--- src/rtl/rsltab_pkg.sv ---
// ============================================================================
// rsltab_pkg: shared constants for the retransmit slot table
// Command, status and register codes, field widths and stream widths.
// ============================================================================
`default_nettype none

package rsltab_pkg;

  localparam int unsigned SLOTS_DEF     = 16;
  localparam int unsigned TAG_WIDTH_DEF = 16;

  localparam int unsigned CMD_W    = 2;
  localparam int unsigned TIME_W   = 32;
  localparam int unsigned HANDLE_W = 16;
  localparam int unsigned LEN_W    = 16;
  localparam int unsigned TAG_IN_W = 16;
  localparam int unsigned CNT_W    = 8;
  localparam int unsigned IVL_W    = 16;
  localparam int unsigned STAT_W   = 3;
  localparam int unsigned SLOT_W   = 4;
  localparam int unsigned COUNT_W  = 5;

  localparam int unsigned CFG_IDX_W  = 2;
  localparam int unsigned CFG_DATA_W = 16;

  localparam int unsigned S_TDATA_W = 88;
  localparam int unsigned M_TDATA_W = 48;

  localparam logic [CNT_W-1:0] CNT_MAX       = 8'hFF;
  localparam logic [CNT_W-1:0] MAX_SENDS_RST = 8'd3;

  localparam logic [CMD_W-1:0] CMD_ADD  = 2'd0;
  localparam logic [CMD_W-1:0] CMD_TICK = 2'd1;
  localparam logic [CMD_W-1:0] CMD_FREE = 2'd2;

  localparam logic [STAT_W-1:0] ST_ADDED   = 3'd0;
  localparam logic [STAT_W-1:0] ST_FULL    = 3'd1;
  localparam logic [STAT_W-1:0] ST_SERVED  = 3'd2;
  localparam logic [STAT_W-1:0] ST_NONE    = 3'd3;
  localparam logic [STAT_W-1:0] ST_HELD    = 3'd4;
  localparam logic [STAT_W-1:0] ST_TAGFREE = 3'd5;

  localparam logic [CFG_IDX_W-1:0] REG_INTERVAL  = 2'd0;
  localparam logic [CFG_IDX_W-1:0] REG_MAX_SENDS = 2'd1;
  localparam logic [CFG_IDX_W-1:0] REG_ROTATE    = 2'd2;

endpackage

`default_nettype wire

--- src/rtl/retransmit_slot_table.sv ---
// ============================================================================
// retransmit_slot_table: transmit slot table with interval-paced service
// Add, service tick and free-by-tag over SLOTS slots, scanning the slots in turn.
// ============================================================================
//
//  channel   dir  handshake                      payload
//  s_axis    in   s_axis_tvalid / s_axis_tready  tuser command, tdata fields
//  m_axis    out  m_axis_tvalid / m_axis_tready  tuser status, tdata fields
//  cfg       in   cfg_valid_i / cfg_ready_o      cfg_index_i, cfg_data_i
//
//  The slot scan steps one slot index at a time through the shared compare
//  and the single read port of the descriptor RAM.
//  Reset clears the slot flags at once; there is no clearing pass.
//  A new request is taken only once the previous result has been taken.
//
`default_nettype none

module retransmit_slot_table
  import rsltab_pkg::*;
#(
  parameter int unsigned SLOTS     = SLOTS_DEF,
  parameter int unsigned TAG_WIDTH = TAG_WIDTH_DEF
) (
  input  wire logic                  clk_i,
  input  wire logic                  rst_ni,

  input  wire logic                  s_axis_tvalid,
  output logic                       s_axis_tready,
  // [31:0] time_now, [47:32] payload_handle, [63:48] msg_length,
  // [64] retransmit, [65] manual_clear, [81:66] tag, [82] lower_layer_done
  input  wire logic [S_TDATA_W-1:0]  s_axis_tdata,
  // [1:0] command
  input  wire logic [CMD_W-1:0]      s_axis_tuser,

  output logic                       m_axis_tvalid,
  input  wire logic                  m_axis_tready,
  // [3:0] slot, [4] send_now, [20:5] send_handle, [36:21] send_length,
  // [37] slot_freed, [42:38] freed_count, [47:43] used_count
  output logic [M_TDATA_W-1:0]       m_axis_tdata,
  // [2:0] status
  output logic [STAT_W-1:0]          m_axis_tuser,

  input  wire logic                  cfg_valid_i,
  output logic                       cfg_ready_o,
  input  wire logic [CFG_IDX_W-1:0]  cfg_index_i,
  input  wire logic [CFG_DATA_W-1:0] cfg_data_i
);

  localparam int unsigned IW = $clog2(SLOTS);
  localparam int unsigned CW = $clog2(SLOTS + 1);
  localparam logic [IW-1:0] LAST = IW'(SLOTS - 1);

  localparam int unsigned CNT_LO = 0;
  localparam int unsigned TAG_LO = CNT_LO + CNT_W;
  localparam int unsigned LEN_LO = TAG_LO + TAG_WIDTH;
  localparam int unsigned HND_LO = LEN_LO + LEN_W;
  localparam int unsigned RW     = HND_LO + HANDLE_W;

  localparam logic [3:0] S_IDLE    = 4'd0;
  localparam logic [3:0] S_ADD     = 4'd1;
  localparam logic [3:0] S_CHECK   = 4'd2;
  localparam logic [3:0] S_SCAN    = 4'd3;
  localparam logic [3:0] S_SERVE   = 4'd4;
  localparam logic [3:0] S_TAG     = 4'd5;
  localparam logic [3:0] S_TAG_CMP = 4'd6;

  // configuration
  logic [IVL_W-1:0] interval_q;
  logic [CNT_W-1:0] max_sends_q;
  logic             rotate_q;

  // control
  logic [3:0]       state_q, state_d;
  logic [IW-1:0]    idx_q, idx_d;
  logic [CW-1:0]    fcnt_q, fcnt_d;
  logic [SLOTS-1:0] used_q, used_d;
  logic [SLOTS-1:0] sent_q, sent_d;
  logic [SLOTS-1:0] retx_q, retx_d;
  logic [SLOTS-1:0] manual_q, manual_d;
  logic [CW-1:0]    occ_q, occ_d;
  logic [TIME_W-1:0] last_time_q, last_time_d;
  logic [IW-1:0]    scan_start_q, scan_start_d;
  logic             out_valid_q;

  // request fields
  logic [CMD_W-1:0]    cmd_q;
  logic [TIME_W-1:0]   time_q;
  logic [HANDLE_W-1:0] handle_q;
  logic [LEN_W-1:0]    length_q;
  logic                retx_in_q;
  logic                manual_in_q;
  logic [TAG_WIDTH-1:0] tag_q;
  logic                done_q;

  // result fields
  logic                out_load;
  logic [STAT_W-1:0]   out_status_d, out_status_q;
  logic [SLOT_W-1:0]   out_slot_d, out_slot_q;
  logic                out_send_d, out_send_q;
  logic [HANDLE_W-1:0] out_handle_d, out_handle_q;
  logic [LEN_W-1:0]    out_length_d, out_length_q;
  logic                out_freed_d, out_freed_q;
  logic [COUNT_W-1:0]  out_fcnt_d, out_fcnt_q;
  logic [COUNT_W-1:0]  out_used_d, out_used_q;

  // descriptor RAM
  logic          ram_we;
  logic [RW-1:0] ram_wdata;
  logic [RW-1:0] ram_rdata;

  logic                 s_fire;
  logic [TIME_W:0]      due;
  logic [CNT_W-1:0]     rd_cnt;
  logic [CNT_W-1:0]     cnt_new;
  logic                 send;
  logic                 release_srv;

  assign s_fire        = s_axis_tvalid && s_axis_tready;
  assign s_axis_tready = (state_q == S_IDLE) && !out_valid_q;
  assign cfg_ready_o   = 1'b1;

  assign due     = {1'b0, last_time_q} + (TIME_W + 1)'(interval_q);
  assign rd_cnt  = ram_rdata[CNT_LO +: CNT_W];
  assign send    = !sent_q[idx_q] || retx_q[idx_q];
  assign cnt_new = (send && (rd_cnt != CNT_MAX)) ? rd_cnt + 1'b1 : rd_cnt;
  assign release_srv = (send && done_q) ||
                       (!manual_q[idx_q] && ((cnt_new > max_sends_q) || !retx_q[idx_q]));

  rsltab_ram #(
    .WIDTH (RW),
    .DEPTH (SLOTS)
  ) u_desc_ram (
    .clk_i   (clk_i),
    .we_i    (ram_we),
    .waddr_i (idx_q),
    .wdata_i (ram_wdata),
    .raddr_i (idx_q),
    .rdata_o (ram_rdata)
  );

  always_comb begin
    state_d      = state_q;
    idx_d        = idx_q;
    fcnt_d       = fcnt_q;
    used_d       = used_q;
    sent_d       = sent_q;
    retx_d       = retx_q;
    manual_d     = manual_q;
    occ_d        = occ_q;
    last_time_d  = last_time_q;
    scan_start_d = scan_start_q;
    ram_we       = 1'b0;
    ram_wdata    = {handle_q, length_q, tag_q, {CNT_W{1'b0}}};
    out_load     = 1'b0;
    out_status_d = ST_NONE;
    out_slot_d   = '0;
    out_send_d   = 1'b0;
    out_handle_d = '0;
    out_length_d = '0;
    out_freed_d  = 1'b0;
    out_fcnt_d   = '0;

    case (state_q)
      S_IDLE: begin
        if (s_fire) begin
          idx_d  = '0;
          fcnt_d = '0;
          case (s_axis_tuser)
            CMD_ADD:  state_d = S_ADD;
            CMD_TICK: state_d = S_CHECK;
            CMD_FREE: state_d = S_TAG;
            default: begin
              out_load = 1'b1;
            end
          endcase
        end
      end
      S_ADD: begin
        if (!used_q[idx_q]) begin
          ram_we           = 1'b1;
          used_d[idx_q]    = 1'b1;
          sent_d[idx_q]    = 1'b0;
          retx_d[idx_q]    = retx_in_q;
          manual_d[idx_q]  = manual_in_q;
          occ_d            = occ_q + 1'b1;
          out_load         = 1'b1;
          out_status_d     = ST_ADDED;
          out_slot_d       = SLOT_W'(idx_q);
          state_d          = S_IDLE;
        end else if (idx_q == LAST) begin
          out_load     = 1'b1;
          out_status_d = ST_FULL;
          state_d      = S_IDLE;
        end else begin
          idx_d = idx_q + 1'b1;
        end
      end
      S_CHECK: begin
        if (due > {1'b0, time_q}) begin
          out_load     = 1'b1;
          out_status_d = ST_HELD;
          state_d      = S_IDLE;
        end else begin
          last_time_d = time_q;
          idx_d       = rotate_q ? scan_start_q : '0;
          state_d     = S_SCAN;
        end
      end
      S_SCAN: begin
        if (used_q[idx_q]) begin
          state_d = S_SERVE;
        end else if (idx_q == LAST) begin
          scan_start_d = '0;
          out_load     = 1'b1;
          out_status_d = ST_NONE;
          state_d      = S_IDLE;
        end else begin
          idx_d = idx_q + 1'b1;
        end
      end
      S_SERVE: begin
        out_load     = 1'b1;
        out_status_d = ST_SERVED;
        out_slot_d   = SLOT_W'(idx_q);
        out_freed_d  = release_srv;
        if (send) begin
          ram_we        = 1'b1;
          ram_wdata     = {ram_rdata[RW-1:TAG_LO], cnt_new};
          sent_d[idx_q] = 1'b1;
          out_send_d    = 1'b1;
          out_handle_d  = ram_rdata[HND_LO +: HANDLE_W];
          out_length_d  = ram_rdata[LEN_LO +: LEN_W];
        end
        if (release_srv) begin
          used_d[idx_q]   = 1'b0;
          sent_d[idx_q]   = 1'b0;
          retx_d[idx_q]   = 1'b0;
          manual_d[idx_q] = 1'b0;
          occ_d           = occ_q - 1'b1;
        end
        if (rotate_q) begin
          scan_start_d = (idx_q == LAST) ? '0 : idx_q + 1'b1;
        end
        state_d = S_IDLE;
      end
      S_TAG: begin
        if (used_q[idx_q]) begin
          state_d = S_TAG_CMP;
        end else if (idx_q == LAST) begin
          out_load     = 1'b1;
          out_status_d = ST_TAGFREE;
          out_fcnt_d   = COUNT_W'(fcnt_q);
          state_d      = S_IDLE;
        end else begin
          idx_d = idx_q + 1'b1;
        end
      end
      S_TAG_CMP: begin
        if (ram_rdata[TAG_LO +: TAG_WIDTH] == tag_q) begin
          used_d[idx_q]   = 1'b0;
          sent_d[idx_q]   = 1'b0;
          retx_d[idx_q]   = 1'b0;
          manual_d[idx_q] = 1'b0;
          occ_d           = occ_q - 1'b1;
          fcnt_d          = fcnt_q + 1'b1;
        end
        if (idx_q == LAST) begin
          out_load     = 1'b1;
          out_status_d = ST_TAGFREE;
          out_fcnt_d   = COUNT_W'(fcnt_d);
          state_d      = S_IDLE;
        end else begin
          idx_d   = idx_q + 1'b1;
          state_d = S_TAG;
        end
      end
      default: begin
        state_d = S_IDLE;
      end
    endcase

    out_used_d = COUNT_W'(occ_d);
  end

  always_ff @(posedge clk_i or negedge rst_ni) begin
    if (!rst_ni) begin
      state_q      <= S_IDLE;
      idx_q        <= '0;
      fcnt_q       <= '0;
      used_q       <= '0;
      sent_q       <= '0;
      retx_q       <= '0;
      manual_q     <= '0;
      occ_q        <= '0;
      last_time_q  <= '0;
      scan_start_q <= '0;
      out_valid_q  <= 1'b0;
      interval_q   <= '0;
      max_sends_q  <= MAX_SENDS_RST;
      rotate_q     <= 1'b0;
    end else begin
      state_q      <= state_d;
      idx_q        <= idx_d;
      fcnt_q       <= fcnt_d;
      used_q       <= used_d;
      sent_q       <= sent_d;
      retx_q       <= retx_d;
      manual_q     <= manual_d;
      occ_q        <= occ_d;
      last_time_q  <= last_time_d;
      scan_start_q <= scan_start_d;
      if (out_load) begin
        out_valid_q <= 1'b1;
      end else if (m_axis_tready) begin
        out_valid_q <= 1'b0;
      end
      if (cfg_valid_i) begin
        case (cfg_index_i)
          REG_INTERVAL:  interval_q  <= cfg_data_i[IVL_W-1:0];
          REG_MAX_SENDS: max_sends_q <= cfg_data_i[CNT_W-1:0];
          REG_ROTATE:    rotate_q    <= cfg_data_i[0];
          default: begin
          end
        endcase
      end
    end
  end

  always_ff @(posedge clk_i) begin
    if (s_fire) begin
      cmd_q       <= s_axis_tuser;
      time_q      <= s_axis_tdata[31:0];
      handle_q    <= s_axis_tdata[47:32];
      length_q    <= s_axis_tdata[63:48];
      retx_in_q   <= s_axis_tdata[64];
      manual_in_q <= s_axis_tdata[65];
      tag_q       <= TAG_WIDTH'(s_axis_tdata[81:66]);
      done_q      <= s_axis_tdata[82];
    end
    if (out_load) begin
      out_status_q <= out_status_d;
      out_slot_q   <= out_slot_d;
      out_send_q   <= out_send_d;
      out_handle_q <= out_handle_d;
      out_length_q <= out_length_d;
      out_freed_q  <= out_freed_d;
      out_fcnt_q   <= out_fcnt_d;
      out_used_q   <= out_used_d;
    end
  end

  assign m_axis_tvalid = out_valid_q;
  assign m_axis_tuser  = out_status_q;
  assign m_axis_tdata  = {out_used_q, out_fcnt_q, out_freed_q, out_length_q,
                          out_handle_q, out_send_q, out_slot_q};

`ifndef SYNTH
  a_occ_matches_used: assert property (@(posedge clk_i) disable iff (!rst_ni)
    occ_q == CW'($countones(used_q)))
    else $error("occupancy count differs from used slots");

  a_serve_on_used: assert property (@(posedge clk_i) disable iff (!rst_ni)
    (state_q == S_SERVE || state_q == S_TAG_CMP) |-> used_q[idx_q])
    else $error("serving or matching a free slot");

  a_add_marks_used: assert property (@(posedge clk_i) disable iff (!rst_ni)
    (state_q == S_ADD && ram_we) |=> used_q[$past(idx_q)])
    else $error("added slot not marked used");

  a_tick_cmd: assert property (@(posedge clk_i) disable iff (!rst_ni)
    (state_q == S_CHECK) |-> (cmd_q == CMD_TICK && !out_valid_q))
    else $error("interval check outside a service tick");
`endif

endmodule

`default_nettype wire

--- src/rtl/rsltab_ram.sv ---
// ============================================================================
// rsltab_ram: generic single-write, single-read RAM
// One write port, one read port, read data registered.
// ============================================================================
`default_nettype none

module rsltab_ram #(
  parameter int unsigned WIDTH = 8,
  parameter int unsigned DEPTH = 16,
  localparam int unsigned AW   = (DEPTH > 1) ? $clog2(DEPTH) : 1
) (
  input  wire logic             clk_i,
  input  wire logic             we_i,
  input  wire logic [AW-1:0]    waddr_i,
  input  wire logic [WIDTH-1:0] wdata_i,
  input  wire logic [AW-1:0]    raddr_i,
  output logic      [WIDTH-1:0] rdata_o
);

  logic [WIDTH-1:0] mem_q [DEPTH];
  logic [WIDTH-1:0] rdata_q;

  always_ff @(posedge clk_i) begin
    if (we_i) begin
      mem_q[waddr_i] <= wdata_i;
    end
    rdata_q <= mem_q[raddr_i];
  end

  assign rdata_o = rdata_q;

endmodule

`default_nettype wire
--- config.mk ---
export PLATFORM = sky130hd
export DESIGN_NAME = retransmit_slot_table
export DESIGN_NICKNAME = d
export VERILOG_FILES = /design/src/rtl/rsltab_pkg.sv /design/src/rtl/retransmit_slot_table.sv /design/src/rtl/rsltab_ram.sv
export SDC_FILE = /design/constraint.sdc
export NUM_CORES = 1
export LEC_CHECK = 0
export BUFFER_PORTS_ARGS = -buffer_cell sky130_fd_sc_hd__clkbuf_2
export CAP_MARGIN = 20
export CORE_MARGIN = 2
export CORE_UTILIZATION = 50
export DETAILED_ROUTE_END_ITERATION = 8
export GPL_ROUTABILITY_DRIVEN = 1
export HOLD_SLACK_MARGIN = 0.02
export PLACE_DENSITY = 0.68
export SLEW_MARGIN = 20
export SYNTH_ARGS = -nofsm -noshare
export SYNTH_HDL_FRONTEND = slang
export SYNTH_HIERARCHICAL = 1
export SYNTH_SLANG_ARGS = --single-unit
--- constraint.sdc ---
create_clock -name clk_i -period 14.4 [get_ports clk_i]
set_input_delay 1.44 -clock clk_i [delete_from_list [all_inputs] [get_ports clk_i]]
set_output_delay 1.44 -clock clk_i [all_outputs]
set_load 0.1 [all_outputs]
### After elaboration in Yosys (flattened, before gate mapping)

Memories as Yosys holds them, arrays and structs flattened. A register that Yosys moved wholly into a read port is not among the register bits.
Index checks and enable logic that the tools add are counted.

* flip-flop bits (word level): 278
* latch bits: 0
* memory bits (writable): 896
* memory bits (read-only): 0
* bits of input ports: 113
* output and inout port bits: 54
* logic and storage cells: 194
* memories: 1

Memories
* u_desc_ram.mem_q: words 16, bits a word 56, read ports 1, clocked after memory_dff 1, write ports 1, line rsltab_ram.sv:20 `logic [WIDTH-1:0] mem_q [DEPTH];`

* $add $sub $neg: 6
* multiply operators: 0
* divide/modulo/power cells: 0
* order comparisons: 4
* eq/ne operators: 24
* shifts and indexed selects: 0
* muxes and demuxes: 87
* bitwise operators: 9
* reduce and logical (&&, ||, !) cells: 34

Operators with widths (count)
* 16-bit two-way mux: 14
* 16-bit one-hot mux with 3 select lines: 4
* 56-bit two-way mux: 2
* 16-bit bitwise AND: 5
* 4-bit two-way mux: 16
* 5-bit two-way mux: 8
* 32-bit by 16-bit adder with 33-bit output: 1
* 33-bit by 32-bit > comparator with 1-bit output: 1
* 16-bit bitwise mux: 2
* 16-bit bitwise OR: 2
* 4-bit one-hot mux with 6 select lines: 1
* 2-bit inequality test, second input constant: 10
* 4-bit one-hot mux with 5 select lines: 1
* 5-bit one-hot mux with 2 select lines: 2
* 1-bit two-way mux: 17
* 1-bit binary-select mux with 4-bit select: 4
* 16-bit equality test: 1
* 16-bit inverter: 1
* 4-bit one-hot mux with 2 select lines: 2
* 3-bit one-hot mux with 5 select lines: 1
* 5-bit one-hot mux with 3 select lines: 1
* 2-bit AND reduction: 7
* 4-bit by 3-bit equality test with 1-bit output, second input constant: 3
* 3-bit two-way mux: 4
* other kinds (34): 54

### Longest topological paths before layout

* word-level depth: 12
* gate-level depth with buffers: 22
* depth with buffers taken out: 20

### By module

Netlist, hierarchy kept.

Modules (own cells, without submodules)
* rsltab_ram: instances 1, cells an instance 1445, area each 34678.3 µm², sequential area each 28026.9 µm²
* retransmit_slot_table: instances 1, cells an instance 1181, area each 14416.3 µm², sequential area each 7629.8 µm²

### Worst setup path after synthesis

No wires, ideal clock.

* kind: register to register
* from: register idx_q[0]
* to: memory u_desc_ram/mem_q[0][0] in the netlist's numbering, enable pin
* setup time: 0.539 ns
* data arrival time: 6.526 ns
* required time: 13.861 ns
* path slack: 7.335 ns
* stages on the path, launching flop included: 9
* path buffers: 1
* period minus slack after synthesis: 7.065 ns
* cell sequence: dfrtp_1 -> buf_6 -> mux4_1 -> a22oi_2 -> nand2_2 -> nor2b_1 -> nand2b_1 -> or3b_2 -> nor3_1

* longest elaborated chain between the ends: 8
* elaborated cells between the ends (all ways): 13
* classes of those cells: mux: 11; reduce/logical: 2

Ends and longest elaborated chain
* from (decl): line retransmit_slot_table.sv:74 `logic [IW-1:0] idx_q, idx_d;`
* from (signal assigned): line retransmit_slot_table.sv:303 `idx_q <= idx_d;`
* 1-bit binary-select mux with 4-bit select: line retransmit_slot_table.sv:124 `assign send = !sent_q[idx_q] || retx_q[idx_q];`
* 1-bit two-way mux (implied by the code): line retransmit_slot_table.sv:124
* 1-bit zero test: line retransmit_slot_table.sv:124
* 1-bit logical OR: line retransmit_slot_table.sv:124
* 1-bit two-way mux: line retransmit_slot_table.sv:226 `if (send) begin`
* 1-bit one-hot mux with 2 select lines (*): line retransmit_slot_table.sv:163 `case (state_q)`
* via ram_we: line retransmit_slot_table.sv:107 `logic ram_we;`
* 1-bit two-way mux (*): line rsltab_ram.sv:24 `if (we_i) begin`
* 1-bit two-way mux (implied by the code) (*): line rsltab_ram.sv:25 `mem_q[waddr_i] <= wdata_i;`
* to (decl): line rsltab_ram.sv:20

Mark *: on every way through the listed nets, which the timed path passes. The rest lies on a longest branch. The select of a mux whose other input is x is not followed.

==> summary.md <==
| Metric | Value |
|---|---|
| Worst path depth | 14 |
| Die area | 0.101 mm² |
| Synthesized area per cell | 18.7 µm² |
| Mapped Area | 0.0491 mm² |
| Reg2Reg Depth | 14 |
| Number of synthesized flops with an enable pin | 1030 |
| Share of cells above drive strength 1 | 26.7% |
| Post-Synth Simple-Gate Area | 4.27% |
| Register bit count reported by yosys | 1230 |
| Final WL | 108000 µm |
| Crit path from | idx_q[0] |
| Clk root buf | clkbuf_16 |
| Vias | 25500 |
| Final period util | 43.0% |
| TritonCTS buffer count | 130 |
| Post-synthesis async set-or-reset flop share | 11.7% |
| DR DRC count | 0 |
| Rel. slew slack | 22.5% |
| Setup WS pre-CTS | 8.27 ns |
| Final Max Slew Viols | 0 |
| Max cap viols | 0 |
| Post-Synth Adder-Cell Area | 1.82% |
| First-pass GRT wire length | 161000 µm |
| Largest family of logic cells by synthesized area | multiplexers |
| Finished Layout Cells | 4223 |
| Post-CTS sizing | 0 |
| Clock transition at path regs | 0.05 ns |
| Vias in the first global route | 26100 |
| Period minus WS final | 6.19 ns |
| Crit path kind | flop to flop |
| Setup bufs post-CTS | 0 |
| Startpoint Class | flop |
| Reg area | 0.0357 mm² |
| Final setup fails | 0 |
| Post-route ant nets | 0 |
| Initial Utilization | 50.6% |
| Top_reg_cell synth | edfxtp_1 |
| Clk buf depth | 3 |
| Clk_lat worst skew | 0.73 ns |
| Post-synthesis sequential area ratio | 72.6% |
| Grt total ovfl | 0 |
| GPL Wtd Cong | 0.815 |
| R2r setup slk | 8.21 ns |
| Nets | 3028 |
| Cell Area, Placed | 0.0514 mm² |
| Design Area, Final | 0.0557 mm² |
| Crit path DAT | 6.78 ns |
| Setup Total Neg Slack | 0 ns |
| Finished Core Util | 57.5% |
| Portion of netlist area occupied by mux cells | 13.8% |
| Placed Cells incl. Taps | 3987 |
| Worst Path Buf+Inv | 0 |
| CP Capture Type | flop |
| Hold Buf Count CTS | 0 |
| Worst path most repeated cell | mux2_2 |
| WP data required | 14.99 ns |
| Die X-Extent | 317 µm |
| Hold Crit Depth | 1 |
| Port Buffers | 160 |
| CTS Sinks | 1230 |
| Hold crit path type | flop to flop |
| RSZ-0062 raised after global routing | no |
| Site row count | 114 |
| Area Growth Syn to Fin | 13.5% |
| Netlist cell types | 80 |
| Largest net degree at the start of global routing | 115 |
| Number of DRC markers in iteration 0 | 2330 |
| H-Tree Depth | 4 |
| Post-synthesis compound-gate area fraction | 4.58% |
| Post-Synth XOR/XNOR Area | 1.05% |
| Critical-path maximum fanout | 45 |
| Status | complete, no violations |
| F_max | 162 MHz |
| I/O Pins | 167 |
| PnR worst setup slack | 8.21 ns |
| Cell Chain, Critical Path | mux4_1, a22o_1, o211a_2, a31oi_2, mux2_2, ha_1, nor2b_1, o211ai_1, a211o_1, a41oi_2, nand2_2, a21oi_4, and3_1, mux2_2 |
| Worst-Margin Slew | 1.16 ns |
| Worst Skew | 0.0379 ns |
| Ant. Diodes | 0 |
| P per Cell Area | 142 mW/mm² |
| Die Ht | 317 µm |
| DRT Pass-1 Iters | 5 |
| RR Startpoint | idx_q[0] |
| Fillers | 7169 |
| Yosys warns | 6 |
| Synthesized instance count | 2626 |
| Lkg Pwr | 19.5 nW |
| Final Hold Fails | 0 |
| Vias per cell | 6.04 |
| CTS tree | built |
| Core area | 0.0970 mm² |
| Initial antenna violation count | 0 |
| CP top delay family | compound AO/OA/AOI/OAI gates |
| DP Wirelength | 57200 µm |
| Area of the multi-input gates | 0.0127 mm² |
| Max incr delay on CP | 0.99 ns |
| Maximum vdd drop | 104 µV |
| WL per Instance | 25.6 µm |
| Syn nets | 2809 |
| Slowest stage cell, crit path | dfrtp_4 |
| Gr usage total | 21.6% |
stage by stage:
stage,power (W),hold slack [ns]
3_5_place_dp,0.00469,0.481
2_1_floorplan,0.00453,0.452
6_report,0.00790,0.495
3_3_place_gp,0.00466,0.468
5_1_grt,0.00818,0.508
4_1_cts,0.00797,0.494
registers in the layout, indices dropped and copies added (netlist names), 32 cells and up, named ones only:
signal,cells
last_time_q,32
time_q,32
u_desc_ram/mem_q,896
u_desc_ram/rdata_o,56
worst reg2reg max path: cells and delay by family, from the launching register on:
| family | cells | cell delay [ns] |
|---|---|---|
| muxes | 3 | 1.50 |
| and+or+nand+nor | 3 | 0.69 |
| adders and majority gates | 1 | 0.30 |
| DFF | 1 | 0.99 |
| AOI/OAI and AO/OA | 7 | 2.59 |
worst min-delay path by stage:
stage | from | endpoint | slack [ns]
after global routing | manual_q[1] | manual_q[1] | 0.51
after detailed placement | flop | flop | 0.48
after global placement | sent_q[2] | sent_q[2] | 0.47
after floorplan | time_q[1] | last_time_q[1] | 0.45
final | sent_q[7] | sent_q[7] | 0.50
after CTS | flop | flop | 0.49
logic make-up after synthesis:
kind of cell               after synthesis
AOI/OAI and AO/OA                      318
adders and majority gates               71
muxes                                  350
and+or+nand+nor                        409
xor gates and xnor gates                59
DFF                                   1230
buffers and inverters                  187
other                                    2
per-layer routing:
| metal | routed length (µm) | share of wire (%) | vias up | GRT usage [%] |
|---|---|---|---|---|
| li1 | - | - | 10900 | - |
| met1 | 45200 | 42 | 13400 | 30.5 |
| met2 | 53400 | 49 | 1019 | 35.3 |
| met3 | 7350 | 6.8 | 173 | 3.68 |
| met4 | 2140 | 2.0 | 0 | 5.66 |
| met5 | 0 | 0 | - | 0 |
where the power goes:
part           internal, W  switching [W]  total (W)
Sequential         0.00396      0.0000611    0.00402
Clock              0.00192        0.00137    0.00329
Combinational     0.000239       0.000353   0.000592
Total              0.00612        0.00178    0.00790
area by class of cell:
cell class	instances	share of cell area [%]
clock inverters	57	1.15
clock buffers	177	6.48
flip-flops and latches	1230	64.0
repair buffers	208	2.30
well taps	1276	2.86
multi-input cells	1209	22.8
inverters	66	0.447
cell usage in the layout (no fill, tap or decap), drive strengths merged, types with 22 or more instances in the layout:
| master | count |
|---|---|
| a21o | 45 |
| a21oi | 42 |
| a22oi | 119 |
| a31oi | 25 |
| and2 | 53 |
| and3 | 22 |
| buf | 49 |
| clkbuf | 336 |
| clkinv | 42 |
| dfrtp | 142 |
| dfxtp | 56 |
| edfxtp | 1030 |
| ha | 69 |
| inv | 73 |
| mux2 | 108 |
| mux4 | 240 |
| nand2 | 156 |
| nand3 | 38 |
| nor2 | 58 |
| o21ai | 35 |
| xnor2 | 46 |
Yosys cell counts (4+ instances only):
library cell	n	share of area (%)
a22oi_2	4	0.10
buf_6	16	0.37
nor3_1	14	0.14
and3_1	22	0.28
dfxtp_1	56	2.3
a211oi_1	4	0.061
mux4_2	232	11
ha_1	69	1.8
nand3b_1	6	0.092
buf_4	14	0.21
nor4_1	4	0.051
buf_2	22	0.22
nor2b_1	14	0.18
a31oi_1	24	0.31
mux4_1	8	0.43
nand2b_1	9	0.11
nand2_1	154	1.2
nand3_1	30	0.31
o211ai_1	5	0.076
a22oi_1	115	1.8
clkbuf_1	68	0.52
o31ai_1	4	0.061
o21ai_0	35	0.36
inv_1	65	0.50
a21oi_1	41	0.42
dfrtp_1	142	7.2
xor2_1	13	0.23
mux2_4	24	0.73
mux2_2	81	1.9
xnor2_1	46	0.82
nand4_1	18	0.23
o21a_1	7	0.11
and2_1	50	0.64
nor2_1	58	0.44
a21o_1	45	0.69
a22o_1	4	0.071
nand3_4	8	0.29
edfxtp_1	1030	63
(Power assumes the default switching activity.)
